## config.mk

```make
export PLATFORM = sky130hd
export DESIGN_NAME = keyed_table_with_space_budget_top
export DESIGN_NICKNAME = d
export VERILOG_FILES = /design/src/rtl/kts_pkg.sv /design/src/rtl/kts_cell.sv /design/src/rtl/kts_ctrl.sv /design/src/rtl/keyed_table_with_space_budget_top.sv
export SDC_FILE = /design/constraint.sdc
export NUM_CORES = 1
export LEC_CHECK = 0
export BUFFER_PORTS_ARGS = -buffer_cell sky130_fd_sc_hd__buf_2
export CAP_MARGIN = 40
export CORE_MARGIN = 3
export CORE_UTILIZATION = 50
export DETAILED_ROUTE_END_ITERATION = 16
export PLACE_DENSITY = 0.74
export SLEW_MARGIN = 30
export SYNTH_ARGS = -nofsm -noshare
export SYNTH_HDL_FRONTEND = slang
export SYNTH_HIERARCHICAL = 1
export SYNTH_SLANG_ARGS = --single-unit
```

## constraint.sdc

```tcl
create_clock -name clk -period 47 [get_ports clk]
set_input_delay 4.7 -clock clk [delete_from_list [all_inputs] [get_ports clk]]
set_output_delay 4.7 -clock clk [all_outputs]
set_load 0.05 [all_outputs]
```

## src/rtl/kts_pkg.sv

```systemverilog
package kts_pkg;

  localparam int SLOTS_DEF    = 16;
  localparam int KEY_BITS_DEF = 64;

  localparam int KEY_W    = 64;
  localparam int WEIGHT_W = 8;
  localparam int ACTION_W = 3;
  localparam int POS_W    = 4;
  localparam int STATUS_W = 3;
  localparam int INDEX_W  = 4;
  localparam int COUNT_W  = 5;
  localparam int BUDGET_W = 8;

  localparam logic [BUDGET_W-1:0] BUDGET_RST = 8'd16;

  localparam logic [ACTION_W-1:0] ACT_INSERT = 3'd0;
  localparam logic [ACTION_W-1:0] ACT_ERASE  = 3'd1;
  localparam logic [ACTION_W-1:0] ACT_FIND   = 3'd2;
  localparam logic [ACTION_W-1:0] ACT_READ   = 3'd3;
  localparam logic [ACTION_W-1:0] ACT_CLEAR  = 3'd4;

  localparam logic [STATUS_W-1:0] STAT_OK        = 3'd0;
  localparam logic [STATUS_W-1:0] STAT_NO_SPACE  = 3'd1;
  localparam logic [STATUS_W-1:0] STAT_DUPLICATE = 3'd2;
  localparam logic [STATUS_W-1:0] STAT_NOT_FOUND = 3'd3;
  localparam logic [STATUS_W-1:0] STAT_OUT_RANGE = 3'd4;
  localparam logic [STATUS_W-1:0] STAT_FULL      = 3'd5;

  typedef enum logic [1:0] {
    ST_IDLE,
    ST_SCAN,
    ST_MOVE,
    ST_DONE
  } ctrl_state_t;

  // control from the sequencer to the ring of cells
  typedef struct packed {
    logic                shift;
    logic                load;
    logic [KEY_W-1:0]    key;
    logic [WEIGHT_W-1:0] weight;
  } ring_ctrl_t;

endpackage

```

## src/rtl/kts_cell.sv

```systemverilog
module kts_cell import kts_pkg::*; #(
  parameter int KEY_BITS = KEY_BITS_DEF
) (
  input  logic                clk,
  input  logic                shift,
  input  logic [KEY_BITS-1:0] din_key,
  input  logic [WEIGHT_W-1:0] din_weight,
  output logic [KEY_BITS-1:0] key,
  output logic [WEIGHT_W-1:0] weight
);

  always_ff @(posedge clk) begin
    if (shift) begin
      key    <= din_key;
      weight <= din_weight;
    end
  end

endmodule

```

## src/rtl/kts_ctrl.sv

```systemverilog
module kts_ctrl import kts_pkg::*; #(
  parameter int SLOTS    = SLOTS_DEF,
  parameter int KEY_BITS = KEY_BITS_DEF
) (
  input  logic                clk,
  input  logic                rst,
  input  logic                start,
  output logic                busy,
  input  logic [ACTION_W-1:0] action,
  input  logic [KEY_W-1:0]    entry_key,
  input  logic [WEIGHT_W-1:0] entry_weight,
  input  logic [POS_W-1:0]    position,
  input  logic                cfg_valid,
  input  logic [BUDGET_W-1:0] cfg_data,
  input  logic [KEY_BITS-1:0] head_key,
  input  logic [WEIGHT_W-1:0] head_weight,
  output ring_ctrl_t          ring,
  output logic                done,
  output logic [STATUS_W-1:0] status,
  output logic [INDEX_W-1:0]  found_index,
  output logic [KEY_W-1:0]    result_key,
  output logic [WEIGHT_W-1:0] result_weight,
  output logic [COUNT_W-1:0]  entry_count,
  output logic [BUDGET_W-1:0] space_used
);

  localparam int IDX_W = (SLOTS > 1) ? $clog2(SLOTS) : 1;
  localparam int CNT_W = $clog2(SLOTS + 1);
  localparam int CMP_W = CNT_W + POS_W;
  localparam logic [IDX_W-1:0] LAST_STEP = IDX_W'(SLOTS - 1);

  ctrl_state_t state, state_next;

  logic [BUDGET_W-1:0] budget;
  logic [CNT_W-1:0]    count, count_next;
  logic [BUDGET_W-1:0] used, used_next;

  logic [ACTION_W-1:0] op;
  logic [KEY_BITS-1:0] key_r;
  logic [WEIGHT_W-1:0] wt_r;
  logic [IDX_W-1:0]    pos_r;
  logic                imm;
  logic [STATUS_W-1:0] imm_status;

  logic [IDX_W-1:0]    step;
  logic                found;
  logic [IDX_W-1:0]    match;
  logic [KEY_BITS-1:0] cap_key;
  logic [WEIGHT_W-1:0] cap_w;
  logic [KEY_BITS-1:0] last_key;
  logic [WEIGHT_W-1:0] last_w;

  logic                accept;
  logic                no_space;
  logic                read_ok;
  logic                in_range;
  logic                hit;
  logic                capture;
  logic                at_last;

  logic [STATUS_W-1:0] res_status;
  logic [IDX_W-1:0]    res_idx;
  logic                res_slot;
  logic [KEY_BITS-1:0] res_key;
  logic [WEIGHT_W-1:0] res_w;

  assign busy   = (state != ST_IDLE);
  assign accept = start && !busy;

  assign no_space = ({1'b0, used} + {1'b0, entry_weight}) > {1'b0, budget};
  assign read_ok  = CMP_W'(position) < CMP_W'(count);

  assign in_range = CNT_W'(step) < count;
  assign hit      = (state == ST_SCAN) && in_range && !found && (head_key == key_r);
  assign capture  = (op == ACT_READ) ? ((state == ST_SCAN) && (step == pos_r)) : hit;
  assign at_last  = (state == ST_SCAN) && ((CNT_W'(step) + CNT_W'(1)) == count);

  always_ff @(posedge clk) begin
    if (rst) begin
      state <= ST_IDLE;
    end else begin
      state <= state_next;
    end
  end

  always_comb begin
    state_next = state;
    ring       = '0;
    res_status = STAT_OK;
    res_idx    = '0;
    res_slot   = 1'b0;
    res_key    = '0;
    res_w      = '0;
    count_next = count;
    used_next  = used;
    unique case (state)
      ST_IDLE: begin
        if (accept) begin
          unique case (action)
            ACT_INSERT: state_next = no_space ? ST_DONE : ST_SCAN;
            ACT_ERASE,
            ACT_FIND:   state_next = ST_SCAN;
            ACT_READ:   state_next = read_ok ? ST_SCAN : ST_DONE;
            default:    state_next = ST_DONE;
          endcase
        end
      end
      ST_SCAN: begin
        ring.shift = 1'b1;
        // new entry drops into the slot just past the last valid one
        ring.load   = (op == ACT_INSERT) && !found && (CNT_W'(step) == count);
        ring.key    = KEY_W'(key_r);
        ring.weight = wt_r;
        if (step == LAST_STEP) begin
          state_next = ((op == ACT_ERASE) && (found || hit)) ? ST_MOVE : ST_DONE;
        end
      end
      ST_MOVE: begin
        ring.shift  = 1'b1;
        ring.load   = (step == match);
        ring.key    = KEY_W'(last_key);
        ring.weight = last_w;
        if (step == LAST_STEP) begin
          state_next = ST_DONE;
        end
      end
      ST_DONE: begin
        state_next = ST_IDLE;
        if (imm) begin
          res_status = imm_status;
          if (op == ACT_CLEAR) begin
            count_next = '0;
            used_next  = '0;
          end
        end else begin
          unique case (op)
            ACT_INSERT: begin
              if (found) begin
                res_status = STAT_DUPLICATE;
                res_slot   = 1'b1;
                res_idx    = match;
                res_key    = cap_key;
                res_w      = cap_w;
              end else if (count == CNT_W'(SLOTS)) begin
                res_status = STAT_FULL;
              end else begin
                res_slot   = 1'b1;
                res_idx    = IDX_W'(count);
                res_key    = key_r;
                res_w      = wt_r;
                count_next = count + CNT_W'(1);
                used_next  = used + wt_r;
              end
            end
            ACT_ERASE: begin
              if (found) begin
                res_slot   = 1'b1;
                res_idx    = match;
                res_key    = cap_key;
                res_w      = cap_w;
                count_next = count - CNT_W'(1);
                used_next  = used - cap_w;
              end else begin
                res_status = STAT_NOT_FOUND;
              end
            end
            ACT_FIND: begin
              if (found) begin
                res_slot = 1'b1;
                res_idx  = match;
                res_key  = cap_key;
                res_w    = cap_w;
              end else begin
                res_status = STAT_NOT_FOUND;
              end
            end
            default: begin
              res_slot = 1'b1;
              res_idx  = pos_r;
              res_key  = cap_key;
              res_w    = cap_w;
            end
          endcase
        end
      end
      default: state_next = ST_IDLE;
    endcase
  end

  // control registers
  always_ff @(posedge clk) begin
    if (rst) begin
      budget <= BUDGET_RST;
      count  <= '0;
      used   <= '0;
      step   <= '0;
      found  <= 1'b0;
      done   <= 1'b0;
    end else begin
      if (cfg_valid) begin
        budget <= cfg_data;
      end
      done <= (state == ST_DONE);
      if (state == ST_DONE) begin
        count <= count_next;
        used  <= used_next;
      end
      if (accept) begin
        found <= 1'b0;
      end else if (hit) begin
        found <= 1'b1;
      end
      if ((state == ST_SCAN) || (state == ST_MOVE)) begin
        step <= (step == LAST_STEP) ? '0 : step + IDX_W'(1);
      end
    end
  end

  // request and scan payload
  always_ff @(posedge clk) begin
    if (accept) begin
      op    <= action;
      key_r <= entry_key[KEY_BITS-1:0];
      wt_r  <= entry_weight;
      pos_r <= IDX_W'(position);
      unique case (action)
        ACT_INSERT: begin
          imm        <= no_space;
          imm_status <= STAT_NO_SPACE;
        end
        ACT_ERASE,
        ACT_FIND: begin
          imm        <= 1'b0;
          imm_status <= STAT_OK;
        end
        ACT_READ: begin
          imm        <= !read_ok;
          imm_status <= STAT_OUT_RANGE;
        end
        ACT_CLEAR: begin
          imm        <= 1'b1;
          imm_status <= STAT_OK;
        end
        default: begin
          imm        <= 1'b1;
          imm_status <= STAT_OUT_RANGE;
        end
      endcase
    end
    if (hit) begin
      match <= step;
    end
    if (capture) begin
      cap_key <= head_key;
      cap_w   <= head_weight;
    end
    if (at_last) begin
      last_key <= head_key;
      last_w   <= head_weight;
    end
    if (state == ST_DONE) begin
      status        <= res_status;
      found_index   <= res_slot ? INDEX_W'(res_idx) : '0;
      result_key    <= res_slot ? KEY_W'(res_key) : '0;
      result_weight <= res_slot ? res_w : '0;
      entry_count   <= COUNT_W'(count_next);
      space_used    <= used_next;
    end
  end

  a_done_after_finish: assert property (@(posedge clk) disable iff (rst)
    done |-> $past(state == ST_DONE))
    else $error("result strobe without a finishing step");

  a_count_bound: assert property (@(posedge clk) disable iff (rst)
    count <= CNT_W'(SLOTS))
    else $error("entry count above slot count");

  a_step_idle: assert property (@(posedge clk) disable iff (rst)
    (state == ST_IDLE) |-> (step == '0))
    else $error("scan step not rewound");

  a_accept_busy: assert property (@(posedge clk) disable iff (rst)
    accept |=> busy)
    else $error("accepted request did not raise busy");

  a_move_only_erase: assert property (@(posedge clk) disable iff (rst)
    (state == ST_MOVE) |-> ((op == ACT_ERASE) && found))
    else $error("move pass outside a successful erase");

endmodule

```

## src/rtl/keyed_table_with_space_budget_top.sv

```systemverilog
// Keyed table with a space budget. The entries sit in a ring of SLOTS cells that
// rotates, while a request scans or moves, by one cell per clock past a single key
// compare at its head, so a request that searches or reads the table takes one
// full turn of the ring. Clear, unused action codes, reads out of range and inserts
// that fail the space check finish without a turn: the control goes from idle to
// its done state, which registers done. Insert, find, read and erase of an absent
// key raise done after one scan turn, an erase that finds its key after a second
// turn (it moves the last entry into the freed slot). busy drops in the cycle that
// done is shown, so a new request may start there. done is high for exactly one
// cycle and the receiver cannot hold it off. The space budget register is written
// through cfg_valid, by the user only while the block is idle; it is not enforced.
module keyed_table_with_space_budget_top import kts_pkg::*; #(
  parameter int SLOTS    = SLOTS_DEF,
  parameter int KEY_BITS = KEY_BITS_DEF
) (
  input  logic                clk,
  input  logic                rst,
  input  logic                start,
  output logic                busy,
  input  logic [ACTION_W-1:0] action,
  input  logic [KEY_W-1:0]    entry_key,
  input  logic [WEIGHT_W-1:0] entry_weight,
  input  logic [POS_W-1:0]    position,
  input  logic                cfg_valid,
  output logic                cfg_ready,
  input  logic [BUDGET_W-1:0] cfg_data,
  output logic                done,
  output logic [STATUS_W-1:0] status,
  output logic [INDEX_W-1:0]  found_index,
  output logic [KEY_W-1:0]    result_key,
  output logic [WEIGHT_W-1:0] result_weight,
  output logic [COUNT_W-1:0]  entry_count,
  output logic [BUDGET_W-1:0] space_used
);

  ring_ctrl_t          ring;
  logic [KEY_BITS-1:0] cell_key [SLOTS];
  logic [WEIGHT_W-1:0] cell_w   [SLOTS];
  logic [KEY_BITS-1:0] tail_key;
  logic [WEIGHT_W-1:0] tail_w;

  assign cfg_ready = 1'b1;

  // the head entry wraps to the tail unless a new entry replaces it
  assign tail_key = ring.load ? ring.key[KEY_BITS-1:0] : cell_key[0];
  assign tail_w   = ring.load ? ring.weight : cell_w[0];

  for (genvar i = 0; i < SLOTS; i++) begin : g_cell
    if (i == SLOTS - 1) begin : g_tail
      kts_cell #(.KEY_BITS(KEY_BITS)) u_cell (
        .clk        (clk),
        .shift      (ring.shift),
        .din_key    (tail_key),
        .din_weight (tail_w),
        .key        (cell_key[i]),
        .weight     (cell_w[i])
      );
    end else begin : g_body
      kts_cell #(.KEY_BITS(KEY_BITS)) u_cell (
        .clk        (clk),
        .shift      (ring.shift),
        .din_key    (cell_key[i+1]),
        .din_weight (cell_w[i+1]),
        .key        (cell_key[i]),
        .weight     (cell_w[i])
      );
    end
  end

  kts_ctrl #(
    .SLOTS    (SLOTS),
    .KEY_BITS (KEY_BITS)
  ) u_ctrl (
    .clk           (clk),
    .rst           (rst),
    .start         (start),
    .busy          (busy),
    .action        (action),
    .entry_key     (entry_key),
    .entry_weight  (entry_weight),
    .position      (position),
    .cfg_valid     (cfg_valid),
    .cfg_data      (cfg_data),
    .head_key      (cell_key[0]),
    .head_weight   (cell_w[0]),
    .ring          (ring),
    .done          (done),
    .status        (status),
    .found_index   (found_index),
    .result_key    (result_key),
    .result_weight (result_weight),
    .entry_count   (entry_count),
    .space_used    (space_used)
  );

endmodule
```

==> impl_metrics.ini, run 1 <==
[yosys]
syn_avg_cell_area_um2 = 20.7
syn_nets = 2655
ys_ff_latch = 1503
yosys.cell_count.top_type = edfxtp_1
synth_top_area_frac = 0.851
yosys_warnings = 6
synth_edf_count = 1474
ys_types = 74
yosysSeqAreaShare = 0.862
synth-main-ff-cell = edfxtp_1
synthTopCellsByCount = 1474 x edfxtp_1, 147 x a22oi_1, 126 x nor2_1, 80 x nor2b_1, 70 x mux2_4
yosysTopAreaCell = edfxtp_1
synth.area.top_cells = edfxtp_1 85%, a22oi_1 2.1%, mux2_4 2.0%
synthArstFlopShare = 0
syn_area_um2 = 52000
syn_inst = 2515

[timing]
finClkSkew_ns = 0.0341
hold_viol_final = 0
worst_pin_slew_ns = 0.889
maxSlewViolCount = 0
slew_headroom = 0.402
min_period_ns = 6.77
timing.fmax_mhz = 148
finalSetupViolations = 0
timing.final.crit_share = 0.144
setup_tns_ns = 0
rsz0062_at_grt = no

[critical_path]
cp_max_fo = 2
start_kind = input port
critical_path_class = input port to flip-flop
critPathRequiredTime_ns = 47.62
worstPathCellList = buf_2, ha_1, inv_1, fa_1, nor2b_1, o21a_1, o21ai_0, nand2b_1, a211oi_1, nor2_1, ha_1, a21o_1, a21oi_1, o21ai_0, nand3_1, nand4_1, a21bo_2
cp_data_arrival_time_ns = 7.40
crit_path_end_kind = flip-flop
crit_slowest_cell = ha_1
slowest_delay_ns = 0.30
path_buf_inv = 2
cp_top_family = compound AO/OA/AOI/OAI gates

[power]
p_leak_nw = 19.9
irDropWorstVdd_mv = 0.0510
powerDensity_nw_per_um2 = 72.7

[floorplanning]
rows = 117
dieWidth_um = 329
start_util = 0.508
die-area_um2 = 108000
core-area_um2 = 102000
io_pins = 186
die_y_um = 329

[route]
drtIter0Drc = 2654
num_vias = 23600
drc = 0
vias_per_cell = 5.51
firstDrtPassIters = 6
ant_nets = 0
routed_wirelength_um = 97100
wire_per_inst_um = 22.7

[placed_design]
dpl.cell_count = 4020
portBuffers = 184
dp_hpwl_um = 56000
gp_congestion = 0.823

[global_route]
grt_max_degree = 213
grt_use_total = 0.181
grt_pass1_wl_um = 146000
overflow = 0
grt_pass1_vias = 23400
antenna_found_initial = 3

[clocking]
htreeDepth = 4
clockBufferDepth = 3
clock-root-buffer = clkbuf_16
post-cts-setup-buffers = 0
ctsHoldBuffers = 0
clkTransAtPathRegs_ns = 0.06
cts_tree = done
clkLatencyLatePin_ns = 0.74
cts_made_buffers = 144
cts_sinks = 1503
cts_resized = 0

[worst_hold_path]
hp-class = flip-flop to flip-flop

[layout]
nets = 2946
stdcell_count = 4283
fillers = 7239
drive_gt1_frac = 0.181
area_growth_pct = 14.1

[run_status]
status = finished clean

[job]
max_cap_viol_count = 0
final cells by class:
class | count | area, um2 | area share
inverters | 63 | 236 | 0.00398
multi-input cells | 870 | 6570 | 0.111
flip-flops and latches | 1503 | 44800 | 0.755
well taps | 1368 | 1710 | 0.0288
clock buffers | 164 | 3700 | 0.0623
diodes | 2 | 5.00 | 0.0000843
repair buffers | 224 | 1520 | 0.0256
clock inverters | 89 | 811 | 0.0137
kinds of logic after synthesis:
family          count (synthesis)  synth area share
flops                        1503             0.862
simple gates                  363            0.0353
compound gates                298            0.0410
buf+inv                       142            0.0142
mux                            84            0.0229
xor+xnor                       74            0.0125
fa+ha+maj                      50            0.0124
other cells                     1         0.0000721
state kept, by name, summed over array words and instances (netlist names), 64 cells and up:
signal and cells:
g_cell.g_body.u_cell/key 960, g_cell.g_body.u_cell/weight 120, g_cell.g_tail.u_cell/key 64, u_ctrl/cap_key 64, u_ctrl/key_r 64, u_ctrl/last_key 64
u_ctrl/result_key 64
worst register-to-register path, stage by stage (launching register included):
cell      delay [ns]
edfxtp_1        0.47
xnor2_1         0.41
nand4_1         0.37
nor4_1          0.84
nand3_1         0.17
or4_4           0.67
o21ai_4         0.49
buf_6           0.67
layout by cell type (no fill, tap or decap), drive strengths merged, types with 9 or more instances in the layout:
cell and count:
nor4 10, nor3 18, dfxtp 29, a22oi 147, buf 223, clkbuf 164, o22ai 9, mux2i 12
edfxtp 1474, nand2 52, xnor2 52, nand3 24, mux2 72, nor2 127, xor2 22, nand4 15
ha 46, a21oi 39, nor2b 80, clkinv 67, inv 71, o21ai 31, a21o 10
worst paths after layout:
check / startpoint / end / slack (ns) / cells after the start
setup / recovery: entry_weight[0] / u_ctrl/state[1] / 40.23 / 17
hold / removal: g_cell[8].g_body.u_cell/key[17] / g_cell[7].g_body.u_cell/key[17] / 0.39 / 0
setup reg to reg: u_ctrl/key_r[11] / u_ctrl/cap_key[28] / 42.45 / 7
hold reg to reg: g_cell[8].g_body.u_cell/key[17] / g_cell[7].g_body.u_cell/key[17] / 0.39 / 0
layer usage:
metal | up-vias | wire [um] | track usage
met1 | 12000 | 42800 | 0.270
met5 | - | 11 | 0
met3 | 192 | 7530 | 0.0384
li1 | 10400 | - | -
met4 | 2 | 2910 | 0.0662
met2 | 946 | 43900 | 0.264
where the power goes:
group          internal, mW  leakage (nW)  switching [mW]
logic                 0.176          3.61           0.433
clock network         0.616          2.20           0.489
registers              2.37          14.1           0.232
total                  3.16          19.9            1.15
through the flow:
| stage | power (mW) | hold slack (ns) | setup slack (ns) | instance area, um2 | utilization |
|---|---|---|---|---|---|
| final | 4.32 | 0.394 | 40.23 | 59400 | 0.580 |
| after global routing | 4.51 | 0.407 | 39.97 | 59400 | 0.580 |
| after CTS | 4.34 | 0.389 | 40.26 | 59200 | 0.578 |
| after detailed placement | 3.21 | 0.405 | 39.47 | 54700 | 0.534 |
| after global placement | 3.15 | 0.401 | 39.44 | 54500 | 0.531 |
| after floorplan | 3.53 | 0.400 | 21.16 | 52000 | - |
Power figures use the tool's default switching activity.
==> run 2, diff against run 1 <==
Clock period 47 ns to 6.97 ns, I/O delays scaled along.
==> run 2 against run 1 <==
Sequential share of layout area is 0.11 points lower; final cell count stayed put; register-to-register slack worse by 40 ns; routed wire length is 4.4% higher; sequential power grew to 6.8 times the previous value; final area is 0.16% higher; setup slack worse by 37 ns; hold slack worse by 0.24 ns; critical path type is now flip-flop to flip-flop; critical endpoint is now u_ctrl/cap_key[21]; largest power group unchanged.
==> impl_metrics.ini, run 2 (synthesis gave the netlist of run 1 again) <==
[floorplanning]
start_util = 0.508
dieWidth_um = 329
core-area_um2 = 102000
die-area_um2 = 108000
die_y_um = 329
rows = 117
io_pins = 186

[layout]
layout_commonest_cell = edfxtp_1
nets = 2942
area_growth_pct = 14.3
stdcell_count = 4283
drive_gt1_frac = 0.180
final_cell_mix = 1474 x edfxtp_1, 184 x buf_2, 148 x clkbuf_16
top_regs = g_cell.g_body.u_cell/key (960), g_cell.g_body.u_cell/weight (120)
regMostFlops = g_cell.g_body.u_cell/key
utilization = 0.581
largest_reg_flops = 960
fillers = 7195
final_area_um2 = 59500

[clocking]
cts_tree = done
cts_resized = 0
cts_made_buffers = 145
clkTransAtPathRegs_ns = 0.06
clkLatencyLatePin_ns = 0.73
ctsHoldBuffers = 0
clock-root-buffer = clkbuf_16
htreeDepth = 4
cts_sinks = 1503
post-cts-setup-buffers = 0
clockBufferDepth = 3

[global_route]
grt_use_total = 0.187
grt_pass1_wl_um = 150000
overflow = 0
grt_pass1_vias = 23300
grt_max_degree = 220
antenna_found_initial = 9

[timing]
min_period_ns = 4.16
hold_viol_final = 0
finClkSkew_ns = 0.0324
maxSlewViolCount = 0
timing.final.crit_share = 0.597
worst_pin_slew_ns = 0.905
rsz0062_at_grt = no
slew_headroom = 0.391
finalSetupViolations = 0
timing.fmax_mhz = 240

[route]
routed_wirelength_um = 101000
drc = 0
wire_per_inst_um = 23.7
ant_nets = 0
drtIter0Drc = 2877
num_vias = 23700
vias_per_cell = 5.54
firstDrtPassIters = 6

[placed_design]
dp_hpwl_um = 58600
placed_cell_area_um2 = 54700
portBuffers = 184
gp_congestion = 0.859
dpl.cell_count = 4014

[run_status]
status = finished clean

[power]
irDropWorstVdd_mv = 0.394
powerDensity_nw_per_um2 = 492
total_power_mw = 29.3
p_leak_nw = 19.9

[worst_hold_path]
hp-class = input port to flip-flop

[job]
max_cap_viol_count = 0

[critical_path]
critical_path_class = flip-flop to flip-flop
cp_max_fo = 63
crit_path_end_kind = flip-flop
cp_data_arrival_time_ns = 4.50
start_kind = flip-flop
critPathRequiredTime_ns = 7.30
==> run 2: power by group <==
part | leakage [nW] | switching (mW) | internal [mW]
Clock | 2.24 | 3.28 | 4.35
Sequential | 14.1 | 1.63 | 16.0
Combinational | 3.60 | 2.86 | 1.14
==> run 2: final timing paths <==
check,start,end,slack (ns),cells past startpoint
max,g_cell[0].g_body.u_cell/key[11],u_ctrl/cap_key[21],2.81,7
min,entry_key[52],u_ctrl/key_r[52],0.15,1
max reg2reg,g_cell[0].g_body.u_cell/key[11],u_ctrl/cap_key[21],2.81,7
min reg2reg,g_cell[8].g_body.u_cell/key[15],g_cell[7].g_body.u_cell/key[15],0.41,0
==> run 2: layout make-up <==
type | count | area [um2] | share of cell area
sequential | 1503 | 44800 | 0.754
multi-input combinational | 870 | 6560 | 0.110
clock buffer | 177 | 3840 | 0.0646
tap | 1368 | 1710 | 0.0288
timing repair buffer | 219 | 1510 | 0.0254
clock inverter | 81 | 771 | 0.0130
inverter | 63 | 236 | 0.00398
antenna | 2 | 5.00 | 0.0000841
==> run 2: worst max-delay path, stage by stage, from the launching register on <==
cell and delay [ns]:
edfxtp_1 0.44, xnor2_1 0.24, nand4_1 0.24, nor4_1 0.85
nand3_1 0.25, or4_4 0.64, o21ai_4 0.38, buf_6 0.67
==> run 2: through the flow <==
step | hold WS [ns] | setup slack [ns] | TNS, ns
after floorplan | 0.400 | -2.60 | -2376.04
after global placement | 0.401 | 2.65 | 0
after detailed placement | 0.405 | 2.97 | 0
after CTS | 0.0963 | 2.90 | 0
after global routing | 0.112 | 2.68 | 0
final | 0.149 | 2.81 | 0
==> run 2: layer usage <==
metal,GRT usage,wire (um),vias up,part of all wire
met3,0.0428,8730,194,0.086
met1,0.278,43300,12100,0.43
met4,0.0726,3620,4,0.036
li1,-,-,10400,-
met2,0.271,45800,1051,0.45
met5,0,21,-,0.00021
==> run 3, diff against run 2 <==
Settings changed: ABC_AREA set to 1.
Clock period 6.97 ns to 4.15 ns, I/O delays scaled along.
==> run 3 against run 2 <==
Hold slack got worse by 0.066 ns; clock power rose by 64%; sequential power rose by 74%; area after synthesis rose by 0.40%; final area rose by 1.7%; synthesized cell count rose by 18%; total power rose by 76%; critical path type unchanged; largest power group unchanged; highest routed layer unchanged.
==> impl_metrics.ini, run 3 <==
[layout]
nets = 3488
regMostFlops = g_cell.g_body.u_cell/key
layout_commonest_cell = edfxtp_1
final_cell_mix = 1474 x edfxtp_1, 553 x nand2_1, 184 x buf_2
top_regs = g_cell.g_body.u_cell/key (960), g_cell.g_body.u_cell/weight (120)
area_growth_pct = 15.8
stdcell_count = 4827
fillers = 7374
largest_reg_flops = 960
drive_gt1_frac = 0.150

[floorplanning]
start_util = 0.508
core-area_um2 = 103000
rows = 117
die-area_um2 = 108000
die_y_um = 329
io_pins = 186
dieWidth_um = 329

[clocking]
clkTransAtPathRegs_ns = 0.06
clock-root-buffer = clkbuf_16
cts_sinks = 1503
clockBufferDepth = 3
cts_tree = done
htreeDepth = 4
cts_made_buffers = 145
cts_resized = 0
clkLatencyLatePin_ns = 0.76

[yosys]
synthArstFlopShare = 0
ys_types = 51
syn_avg_cell_area_um2 = 17.6
synth-main-ff-cell = edfxtp_1
syn_nets = 3107
syn_inst = 2967
yosys.cell_count.top_type = edfxtp_1
yosys_warnings = 6
ys_ff_latch = 1503
synthTopCellsByCount = 1474 x edfxtp_1, 553 x nand2_1, 146 x inv_1, 139 x a21oi_1, 115 x nor2_1
yosysTopAreaCell = edfxtp_1
yosysSeqAreaShare = 0.858
syn_area_um2 = 52300
synth_edf_count = 1474
synth.area.top_cells = edfxtp_1 85%, nand2_1 4.0%, a21oi_1 1.3%
synth_top_area_frac = 0.847

[route]
vias_per_cell = 5.41
ant_nets = 0
wire_per_inst_um = 21.9
drc = 0
routed_wirelength_um = 106000
num_vias = 26100
firstDrtPassIters = 6
drtIter0Drc = 3173

[timing]
worst_pin_slew_ns = 0.995
finalSetupViolations = 0
timing.fmax_mhz = 303
rsz0062_at_grt = no
slew_headroom = 0.337
maxSlewViolCount = 0
whs_ns = 0.0834
min_period_ns = 3.30
timing.final.crit_share = 0.796
finClkSkew_ns = 0.0356
hold_viol_final = 0

[job]
max_cap_viol_count = 0

[critical_path]
cp_data_arrival_time_ns = 3.67
cp_max_fo = 39
start_kind = flip-flop
critical_path_class = flip-flop to flip-flop
crit_path_end_kind = flip-flop
critPathRequiredTime_ns = 4.52

[placed_design]
gp_congestion = 0.943
dpl.cell_count = 4474
dp_hpwl_um = 63600
portBuffers = 184

[run_status]
status = finished clean

[worst_hold_path]
hp-class = input port to flip-flop

[global_route]
grt_pass1_vias = 24400
grt_max_degree = 207
antenna_found_initial = 14
grt_use_total = 0.196
grt_pass1_wl_um = 156000
overflow = 0

[power]
irDropWorstVdd_mv = 0.910
powerDensity_nw_per_um2 = 850
p_leak_nw = 21.2
-- run 3: layout make-up --
class	count	area (um2)	area share
sequential	1503	44800	0.741
multi-input combinational	1231	6470	0.107
clock buffer	182	3770	0.0623
timing repair buffer	311	2360	0.0390
tap	1368	1710	0.0283
clock inverter	74	731	0.0121
inverter	156	596	0.00985
antenna	2	5.00	0.0000827
-- run 3: worst paths after layout --
check	startpoint	endpoint	slack, ns	cells after the start
max	u_ctrl/count[1]	u_ctrl/cap_w[0]	0.85	12
min	rst	u_ctrl/step[1]	0.08	2
max reg2reg	u_ctrl/count[1]	u_ctrl/cap_w[0]	0.85	12
min reg2reg	g_cell[10].g_body.u_cell/key[8]	g_cell[9].g_body.u_cell/key[8]	0.40	0
-- run 3: metal layers --
metal | GRT usage | wire [um]
met3 | 0.0391 | 10100
met1 | 0.310 | 46800
met5 | 0 | 27
met2 | 0.273 | 46000
met4 | 0.0652 | 2880
-- run 3: timing repair --
action,CTS,global route
hold buffers,90,0
endpoints found under the hold margin,89,0
setup buffers,0,0
setup endpoints to repair,0,0
-- run 3: logic make-up after synthesis --
logic type                 count (synthesis)  synth area share
other                                      1         0.0000718
AOI/OAI and AO/OA                        304            0.0348
buffers and inverters                    233            0.0196
DFF                                     1503             0.858
adders and majority gates                 49            0.0122
and+or+nand+nor                          831            0.0674
xor gates and xnor gates                  46           0.00771
-- run 3: power breakdown --
group          internal (mW)  switching, mW  total, mW
combinational           1.65           6.70       8.35
sequential              27.7           2.86       30.6
clock                   6.91           5.57       12.5
-- run 3: worst max-delay path, stage by stage, from the launching register on --
cell,delay (ns)
dfxtp_1,0.42
clkinv_1,0.34
ha_1,0.33
nand2_1,0.06
nand2_1,0.04
nand2_1,0.17
nand4_1,0.11
nor2_1,0.13
nand2_1,0.07
nor2_1,0.14
nand3_1,0.29
o21ai_4,0.23
buf_4,0.57
-- run 3: stage by stage --
step / TNS, ns / utilization / setup WS, ns / area (um2) / power (mW)
3_3_place_gp: 0 / 0.534 / 0.988 / 54900 / 38.4
6_report: 0 / 0.589 / 0.848 / 60500 / 51.4
5_1_grt: 0 / 0.589 / 0.684 / 60500 / 53.8
3_5_place_dp: 0 / 0.535 / 0.934 / 54900 / 38.9
2_1_floorplan: -6221.84 / - / -6.10 / 52300 / 26.6
4_1_cts: 0 / 0.587 / 0.935 / 60300 / 51.7
